--- config.mk ---
export PLATFORM = sky130hd
export DESIGN_NAME = integer_histogram_with_outliers
export DESIGN_NICKNAME = d
export VERILOG_FILES = /design/src/hdl/ihist_pkg.sv /design/src/hdl/ihist_bins.sv /design/src/hdl/ihist_stats.sv /design/src/hdl/integer_histogram_with_outliers.sv
export SDC_FILE = /design/constraint.sdc
export NUM_CORES = 2
export LEC_CHECK = 0
export ABC_CLOCK_PERIOD_IN_PS = 7800
export BUFFER_PORTS_ARGS = -buffer_cell sky130_fd_sc_hd__buf_2
export CAP_MARGIN = 40
export CORE_UTILIZATION = 24
export DETAILED_ROUTE_END_ITERATION = 8
export SYNTH_ARGS = -nofsm -noshare
export SYNTH_HDL_FRONTEND = slang
export SYNTH_SLANG_ARGS = --single-unit
--- constraint.sdc ---
create_clock -name i_clk -period 7.8 [get_ports i_clk]
set_input_delay 1.56 -clock i_clk [delete_from_list [all_inputs] [get_ports i_clk]]
set_output_delay 1.56 -clock i_clk [all_outputs]
set_load 0.05 [all_outputs]
--- src/hdl/ihist_pkg.sv ---
// Shared types and codes for the integer histogram block.
package ihist_pkg;

    localparam logic ACT_RECORD = 1'b0;
    localparam logic ACT_READ   = 1'b1;

    localparam logic CFG_LOW_BOUND  = 1'b0;
    localparam logic CFG_HIGH_BOUND = 1'b1;

    typedef enum logic [1:0] {
        PLACE_BIN   = 2'd0,
        PLACE_BELOW = 2'd1,
        PLACE_ABOVE = 2'd2,
        PLACE_OOR   = 2'd3
    } t_place;

    // bin store control: read issued at accept, increment in the update stage
    typedef struct packed {
        logic rd_en;
        logic inc;
    } t_bin_ctl;

    // statistics update from the update stage
    typedef struct packed {
        logic   rec;
        t_place place;
    } t_stat_upd;

endpackage

--- src/hdl/ihist_bins.sv ---
// Bin count memory with post-reset clear, write bypass and saturating increment.
module ihist_bins #(
    parameter int BIN_DEPTH  = 64,
    parameter int COUNT_BITS = 32,
    localparam int ABITS     = (BIN_DEPTH > 1) ? $clog2(BIN_DEPTH) : 1
) (
    input  logic                  i_clk,
    input  logic                  i_rst_n,
    input  ihist_pkg::t_bin_ctl   i_ctl,
    input  logic [ABITS-1:0]      i_rd_addr,
    output logic [COUNT_BITS-1:0] o_count,
    output logic                  o_busy
);

    logic [COUNT_BITS-1:0] r_mem [BIN_DEPTH];
    logic [COUNT_BITS-1:0] r_rdata;
    logic [COUNT_BITS-1:0] r_byp_data;
    logic [ABITS-1:0]      r_addr;
    logic [ABITS-1:0]      r_clr_addr;
    logic                  r_byp;
    logic                  r_clr;
    logic [COUNT_BITS-1:0] n_old;
    logic [COUNT_BITS-1:0] n_val;

    // previous beat wrote the entry on the same edge this one was read
    assign n_old   = r_byp ? r_byp_data : r_rdata;
    assign n_val   = (&n_old) ? n_old : n_old + 1'b1;
    assign o_count = i_ctl.inc ? n_val : n_old;
    assign o_busy  = r_clr;

    always_ff @(posedge i_clk) begin
        if (!i_rst_n) begin
            r_clr      <= 1'b1;
            r_clr_addr <= '0;
            r_byp      <= 1'b0;
        end else begin
            if (r_clr) begin
                r_clr_addr <= r_clr_addr + 1'b1;
                if (r_clr_addr == ABITS'(BIN_DEPTH - 1)) begin
                    r_clr <= 1'b0;
                end
            end
            r_byp <= i_ctl.inc && i_ctl.rd_en && (i_rd_addr == r_addr);
        end
    end

    always_ff @(posedge i_clk) begin
        if (r_clr) begin
            r_mem[r_clr_addr] <= '0;
        end else if (i_ctl.inc) begin
            r_mem[r_addr] <= n_val;
        end
        if (i_ctl.rd_en) begin
            r_rdata <= r_mem[i_rd_addr];
            r_addr  <= i_rd_addr;
        end
        r_byp_data <= n_val;
    end

endmodule

--- src/hdl/ihist_stats.sv ---
// Total, outlier counters and running min/max.
module ihist_stats #(
    parameter int COUNT_BITS = 32
) (
    input  logic                   i_clk,
    input  logic                   i_rst_n,
    input  ihist_pkg::t_stat_upd   i_upd,
    input  logic signed [15:0]     i_sample,
    output logic [COUNT_BITS-1:0]  o_total,
    output logic [COUNT_BITS-1:0]  o_below,
    output logic [COUNT_BITS-1:0]  o_above,
    output logic [COUNT_BITS-1:0]  o_outlier,
    output logic signed [15:0]     o_min,
    output logic signed [15:0]     o_max
);

    logic [COUNT_BITS-1:0] r_total;
    logic [COUNT_BITS-1:0] r_below;
    logic [COUNT_BITS-1:0] r_above;
    logic signed [15:0]    r_min;
    logic signed [15:0]    r_max;
    logic [COUNT_BITS-1:0] n_total;
    logic [COUNT_BITS-1:0] n_below;
    logic [COUNT_BITS-1:0] n_above;
    logic                  n_first;

    function automatic logic [COUNT_BITS-1:0] sat_inc(input logic [COUNT_BITS-1:0] c);
        return (&c) ? c : c + 1'b1;
    endfunction

    assign n_total   = sat_inc(r_total);
    assign n_below   = sat_inc(r_below);
    assign n_above   = sat_inc(r_above);
    assign n_first   = (r_total == '0);
    assign o_outlier = (i_upd.place == ihist_pkg::PLACE_BELOW) ? n_below : n_above;

    assign o_total = r_total;
    assign o_below = r_below;
    assign o_above = r_above;
    assign o_min   = r_min;
    assign o_max   = r_max;

    always_ff @(posedge i_clk) begin
        if (!i_rst_n) begin
            r_total <= '0;
            r_below <= '0;
            r_above <= '0;
            r_min   <= '0;
            r_max   <= '0;
        end else if (i_upd.rec) begin
            r_total <= n_total;
            if (i_upd.place == ihist_pkg::PLACE_BELOW) begin
                r_below <= n_below;
            end
            if (i_upd.place == ihist_pkg::PLACE_ABOVE) begin
                r_above <= n_above;
            end
            if (n_first || (i_sample < r_min)) begin
                r_min <= i_sample;
            end
            if (n_first || (i_sample > r_max)) begin
                r_max <= i_sample;
            end
        end
    end

endmodule

--- src/hdl/integer_histogram_with_outliers.sv ---
// Integer histogram with below/above outlier counters: top level.
// Result strobe follows the accept edge through the classify and update registers.
// Throughput: one beat per cycle while busy is low; bin read-modify-write is bypassed back to back.
// Reset: synchronous; afterwards busy stays high while the bin memory is
// cleared one entry per cycle. Config writes are taken at any time.
// Results are strobed for one cycle; the receiver cannot stall.
module integer_histogram_with_outliers #(
    parameter int BIN_DEPTH  = 64,
    parameter int COUNT_BITS = 32
) (
    input  logic               i_clk,
    input  logic               i_rst_n,
    input  logic               i_cfg_we,
    input  logic               i_cfg_idx,
    input  logic [15:0]        i_cfg_data,
    input  logic               start,
    output logic               busy,
    input  logic               i_action,
    input  logic signed [15:0] i_sample_value,
    input  logic [5:0]         i_bin_index,
    output logic               o_strobe,
    output logic [31:0]        o_hit_count,
    output logic [31:0]        o_samples_seen,
    output logic [31:0]        o_below_seen,
    output logic [31:0]        o_above_seen,
    output logic signed [15:0] o_smallest,
    output logic signed [15:0] o_largest,
    output logic [1:0]         o_placement
);

    localparam int ABITS = (BIN_DEPTH > 1) ? $clog2(BIN_DEPTH) : 1;

    logic signed [15:0]    r_low;
    logic signed [15:0]    r_high;

    logic                  r_a_valid;
    logic                  r_a_act;
    ihist_pkg::t_place     r_a_place;
    logic signed [15:0]    r_a_sample;

    logic                  r_strobe;
    logic [31:0]           r_hit;
    ihist_pkg::t_place     r_place;

    logic                  n_accept;
    logic signed [16:0]    n_diff;
    logic signed [17:0]    n_rd_sum;
    logic                  n_in_cap;
    logic                  n_rd_ok;
    ihist_pkg::t_place     n_place;
    logic [ABITS-1:0]      n_addr;
    logic [31:0]           n_hit;

    ihist_pkg::t_bin_ctl   bin_ctl;
    ihist_pkg::t_stat_upd  stat_upd;
    logic [COUNT_BITS-1:0] bin_count;
    logic                  bin_busy;
    logic [COUNT_BITS-1:0] st_total;
    logic [COUNT_BITS-1:0] st_below;
    logic [COUNT_BITS-1:0] st_above;
    logic [COUNT_BITS-1:0] st_outlier;

    assign busy     = bin_busy;
    assign n_accept = start && !bin_busy;

    // ---- config ----
    always_ff @(posedge i_clk) begin
        if (!i_rst_n) begin
            r_low  <= 16'sd0;
            r_high <= 16'sd63;
        end else if (i_cfg_we) begin
            case (i_cfg_idx)
                ihist_pkg::CFG_LOW_BOUND:  r_low  <= i_cfg_data;
                ihist_pkg::CFG_HIGH_BOUND: r_high <= i_cfg_data;
                default: ;
            endcase
        end
    end

    // ---- classify ----
    always_comb begin
        n_diff   = $signed({i_sample_value[15], i_sample_value}) - $signed({r_low[15], r_low});
        n_in_cap = !n_diff[16] && (n_diff <= $signed(17'(BIN_DEPTH - 1)));
        n_rd_sum = $signed({{2{r_low[15]}}, r_low}) + $signed({12'd0, i_bin_index});
        n_rd_ok  = (n_rd_sum <= $signed({{2{r_high[15]}}, r_high}))
                   && (32'(i_bin_index) < 32'(BIN_DEPTH));
        if (i_action == ihist_pkg::ACT_READ) begin
            n_addr  = ABITS'(i_bin_index);
            n_place = n_rd_ok ? ihist_pkg::PLACE_BIN : ihist_pkg::PLACE_OOR;
        end else begin
            n_addr = ABITS'(n_diff);
            if (n_diff[16]) begin
                n_place = ihist_pkg::PLACE_BELOW;
            end else if (n_in_cap && (i_sample_value <= r_high)) begin
                n_place = ihist_pkg::PLACE_BIN;
            end else begin
                n_place = ihist_pkg::PLACE_ABOVE;
            end
        end
    end

    always_ff @(posedge i_clk) begin
        if (!i_rst_n) begin
            r_a_valid <= 1'b0;
        end else begin
            r_a_valid <= n_accept;
        end
    end

    always_ff @(posedge i_clk) begin
        if (n_accept) begin
            r_a_act    <= i_action;
            r_a_place  <= n_place;
            r_a_sample <= i_sample_value;
        end
    end

    // ---- update ----
    assign bin_ctl.rd_en = n_accept;
    assign bin_ctl.inc   = r_a_valid && (r_a_act == ihist_pkg::ACT_RECORD)
                           && (r_a_place == ihist_pkg::PLACE_BIN);
    assign stat_upd.rec   = r_a_valid && (r_a_act == ihist_pkg::ACT_RECORD);
    assign stat_upd.place = r_a_place;

    ihist_bins #(
        .BIN_DEPTH  (BIN_DEPTH),
        .COUNT_BITS (COUNT_BITS)
    ) u_bins (
        .i_clk     (i_clk),
        .i_rst_n   (i_rst_n),
        .i_ctl     (bin_ctl),
        .i_rd_addr (n_addr),
        .o_count   (bin_count),
        .o_busy    (bin_busy)
    );

    ihist_stats #(
        .COUNT_BITS (COUNT_BITS)
    ) u_stats (
        .i_clk     (i_clk),
        .i_rst_n   (i_rst_n),
        .i_upd     (stat_upd),
        .i_sample  (r_a_sample),
        .o_total   (st_total),
        .o_below   (st_below),
        .o_above   (st_above),
        .o_outlier (st_outlier),
        .o_min     (o_smallest),
        .o_max     (o_largest)
    );

    always_comb begin
        case (r_a_place)
            ihist_pkg::PLACE_BIN:   n_hit = 32'(bin_count);
            ihist_pkg::PLACE_BELOW: n_hit = 32'(st_outlier);
            ihist_pkg::PLACE_ABOVE: n_hit = 32'(st_outlier);
            default:                n_hit = '0;
        endcase
    end

    // ---- result register ----
    always_ff @(posedge i_clk) begin
        if (!i_rst_n) begin
            r_strobe <= 1'b0;
        end else begin
            r_strobe <= r_a_valid;
        end
    end

    always_ff @(posedge i_clk) begin
        if (r_a_valid) begin
            r_hit   <= n_hit;
            r_place <= r_a_place;
        end
    end

    assign o_strobe       = r_strobe;
    assign o_hit_count    = r_hit;
    assign o_placement    = r_place;
    assign o_samples_seen = 32'(st_total);
    assign o_below_seen   = 32'(st_below);
    assign o_above_seen   = 32'(st_above);

    // ---- assertions ----
    a_result_follows: assert property (@(posedge i_clk) disable iff (!i_rst_n)
        (start && !busy) |-> ##2 o_strobe)
        else $error("accepted beat produced no result strobe");

    a_oor_zero: assert property (@(posedge i_clk) disable iff (!i_rst_n)
        (o_strobe && (o_placement == ihist_pkg::PLACE_OOR)) |-> (o_hit_count == 32'd0))
        else $error("out-of-range read returned nonzero count");

    a_min_le_max: assert property (@(posedge i_clk) disable iff (!i_rst_n)
        (st_total != '0) |-> (o_smallest <= o_largest))
        else $error("smallest exceeds largest");

    a_clear_idle: assert property (@(posedge i_clk) disable iff (!i_rst_n)
        busy |-> (!r_a_valid && !bin_ctl.inc))
        else $error("bin update during memory clear");

endmodule
==> results.txt <==
----------------------------------------------------
[Yosys]
  Count of different cell masters after synthesis ... 74
  Yosys top cell area share ... roughly two thirds
  Total standard cell area after synthesis ... 96,300 um^2
  Async set-reset flop share out of synthesis ... 0%
  Leading cell types by count after synthesis ... sky130_fd_sc_hd__edfxtp_1, sky130_fd_sc_hd__mux2i_1, sky130_fd_sc_hd__mux4_2, sky130_fd_sc_hd__nand2_1, sky130_fd_sc_hd__dfxtp_1
  Area contributors post-synth ... sky130_fd_sc_hd__edfxtp_1, sky130_fd_sc_hd__mux4_2, sky130_fd_sc_hd__mux2i_1, sky130_fd_sc_hd__dfxtp_1, sky130_fd_sc_hd__xnor2_1
  Proportion of synthesized chip area in sequential cells ... 70.9%
  Most area-hungry cell type in the Yosys netlist ... sky130_fd_sc_hd__edfxtp_1
  Number of enable flip-flop cells after synthesis ... 2,139
  Leading cell type by number of instances after synthesis ... sky130_fd_sc_hd__edfxtp_1
  Number of synthesized register bits ... about 2,300
  Avg Cell Area, Syn ... ~18 um^2
  YS warnings ... 0
  Number of nets produced by synthesis ... 5,391
  Dominant synthesized flop cell ... sky130_fd_sc_hd__edfxtp_1
  Count of mapped cells out of synthesis ... 5,249

[Timing]
  Post-Route Skew ... 68.4 ps
  Total Neg Setup Slack ... 0 ps
  Highest clock rate ... 0.191 GHz
  Relative max-transition margin ... around a third
  Worst hold slack across all endpoints ... 470 ps
  Total count of hold-check failures in the final report ... 0
  Period utilisation layout ... about 67%
  PnR worst setup slack ... 2570 ps
  Minimum period implied by the final worst setup slack ... between 5000 and 6000 ps
  Final number of max-transition violations ... 0
  RSZ-0062 raised after global routing ... false
  Number of setup violations in the final report ... 0
  Slew of the pin with the lowest slew margin ... 964 ps

[Layout]
  Fraction of final layout cells with drive strength greater than 1 ... 23.8%
  Area delta synth->final ... 17.8%
  Number of nets in the layout ... just under 6,000

[Worst hold path]
  Hold-critical path depth ... 2
  Hold EP ... r_high[9]
  Hold Path Origin ... r_high[9]
  Type of the tightest min-delay check ... reg -> reg

[CTS]
  H-tree level count ... 4
  Total clock sinks ... 2,341
  Cell chosen for the clock root ... sky130_fd_sc_hd__clkbuf_16
  Count of buffers added by post-CTS timing repair for setup ... 0
  CTS-repair resized insts ... 0
  Clock insertion delay at the later pin of the skew report ... about 900 ps
  Hold buffer count at CTS ... 0
  Clock-pin slew of the registers on the worst-case setup and hold paths ... 70 ps
  CTS buffer count ... 234
  Clock tree from TritonCTS ... done
  Buffer levels on the longest clock path ... 3

[Power and ir drop]
  Combinational share of power ... 6.0%
  IR drop worst, VDD ... between 200 and 300 uV
  Share of power burned in the clock network ... 42.7%
  Seq pwr share ... 51.3%
  Cell area power density ... 234 nW/um^2
  Psw ... 0.00593 W
  LEAKAGE ... 37.0 nW
  Internal portion of total power ... 0.0206 W
  Switching Share ... around 22%

[Detailed routing]
  Detail Route Antenna Nets ... 0
  Via count of the routed design ... 51,708
  DRC violation count after routing ... 0
  Initial DRC count ... approximately 5,500
  Number of search-and-repair iterations in the first detailed-routing pass ... 6
  Final wirelength ... 270 mm
  Routed len/inst ... 24.3 um
  Average vias per placed instance ... ~4.6

[Run]
  Count of max-cap constraint violations ... 0

[Worst setup path]
  Worst endpoint data arrival time ... ~5800 ps
  Kind of launch point of the worst setup path ... register
  Slack of the worst reg-to-reg path ... 2570 ps
  Critical Path Sink Type ... register
  Source of the worst register-to-register timing path ... u_bins.r_byp
  Maximum fanout count along the critical path ... 66
  Count of cells along the worst register-to-register path ... 13
  Kind of critical path ... reg -> reg
  Worst path required time ... 8360 ps
  Delay contributed by the slowest stage of the critical path ... 800 ps
  Critical Path Slowest Stage Cell ... sky130_fd_sc_hd__nor4_1
  Critical R2R Capture ... u_bins.r_mem[28][30]
  Cells traversed along the worst timing path ... buf_4 > mux2i_1 > inv_1 > ha_1 > inv_1 > a211o_1 > nor4_2 > nand4_1 > nor4_1 > nand2_1 > xor2_1 > and2_2 > buf_4

[Place]
  Setup slack after placement ... 1900 ps
  RePlAce Congestion ... 0.824
  Half-perimeter wire length after detailed placement ... 163 mm
  Port Buffers ... 207

[Floorplan]
  Starting utilization of the core area ... approximately a quarter
  Floorplan row count ... ~230
  Floorplan die area ... 404,000 um^2
  Floorplan Core Area ... roughly 400,000 um^2
  Chip Height ... 635 um
  Die X-Extent ... 635 um
  I/O Pins ... roughly 210

[Global routing]
  Vias in the first global route ... 51,490
  Wire length of the first global-routing pass ... around 380 mm
  Overall Global Routing Usage ... between 10% and 20%
  Maximum number of pins on one net before global-route repair ... 70
  Overflow left after global routing ... 0
  Initial antenna violation count ... 30

[Run status]
  Status ... finished, final reports clean

----------------------------------------------------
## worst max-delay path, delay by kind of cell, from the launching register on
family / cells / cell delay [ps]
flops: 1 / 310
simple gates: 5 / 1990
buf+inv: 4 / 1430
xor+xnor: 1 / 230
fa+ha+maj: 1 / 200
compound gates: 1 / 340
mux: 1 / 320
## worst max-delay path by stage
stage | from | to | slack (ps) | cells past startpoint
floorplan | u_bins.r_byp | u_bins.r_mem[0][23] | 1920 | 13
global placement | i_sample_value[0] | u_bins.r_rdata[9] | 1610 | 12
detailed placement | i_sample_value[0] | u_bins.r_rdata[20] | 1900 | 13
CTS | u_bins.r_byp | u_bins.r_mem[29][30] | 2750 | 13
global route | u_bins.r_byp | u_bins.r_mem[51][30] | 2330 | 13
finish | u_bins.r_byp | u_bins.r_mem[28][30] | 2570 | 13
## cell type report
type                            count  area [um^2]
Fill cell                       39343       286000
Inverter                           94          353
Tap cell                         5265         6590
Timing Repair Buffer              409         3070
Sequential cell                  2341        68300
Multi-Input combinational cell   2563        27300
Clock buffer                      294         6160
Clock inverter                    143         1640
Antenna cell                       12         30.0
## routing by layer
metal  global-route usage, %  part of all wire [%]  vias to the layer above
li1                        -                     -                    21720
met3                    2.10                   7.2                      377
met5                       0                 0.025                        -
met1                    17.7                    43                    27514
met4                    3.57                   2.7                       10
met2                    21.3                    48                     2087
## cells by family after synthesis
logic type | Yosys count | share of synthesized area, %
AO/OA/AOI/OAI | 287 | 1.98
XOR/XNOR | 221 | 2.01
adder cells (fa/ha/maj) | 98 | 1.29
buffers and inverters | 345 | 1.40
flip-flops | 2341 | 70.9
multiplexers | 1069 | 17.8
AND/OR/NAND/NOR | 888 | 4.66
## layout by cell type (no fill, tap or decap), drive strengths merged, types with 6 or more instances in the layout
master    Yosys  final
mux4        512    512
nor3         37     37
nand2       262    262
bufinv        0     23
buf          94    408
or3          31     31
and2        122    122
a31oi        13     13
o21a          8      8
clkinvlp      0      9
o21ai        68     68
a21oi        48     48
clkbuf      157    294
nand3b       13     13
nor3b         6      6
diode         0     12
edfxtp     2139   2139
clkinv        0    108
o22ai        13     13
xnor2       139    139
a21o         25     25
mux2i       553    553
and4         11     11
and3         21     21
nor2b        25     25
nand3        89     89
xor2         82     82
nor2        155    155
inv          94     97
a22oi        10     10
dfxtp       202    202
ha           96     96
nand2b       20     20
nand4        49     49
a21boi       46     46
nor4         25     25
o211ai       14     14
## per-stage QoR
stage | util, % | cell area (um^2) | cells | power (W)
2_1_floorplan | - | 96300 | 5249 | 0.0149
3_3_place_gp | 26.3 | 105000 | 10632 | 0.0154
3_5_place_dp | 26.4 | 106000 | 10670 | 0.0155
4_1_cts | 28.4 | 113000 | 11107 | 0.0267
5_1_grt | 28.4 | 113000 | 11110 | 0.0272
6_report | 28.4 | 113000 | 11121 | 0.0265
## flip-flops by register name, indices dropped and copies added, names as in the netlist, 32 cells and up
name and count:
u_bins.r_byp_data 32, u_bins.r_mem 2048, o_hit_count 32, u_stats.o_total 32, u_bins.r_rdata 32, u_stats.o_above 32
u_stats.o_below 32
## power by group through the flow
stage	sequential, W	combinational (W)	clock, W
after global placement	0.0139	0.00156	0
after detailed placement	0.0139	0.00160	0
final	0.0136	0.00159	0.0113
after floorplan	0.0139	0.000999	0
after CTS	0.0136	0.00160	0.0115
after global routing	0.0136	0.00167	0.0120
(Power assumes the default switching activity.)
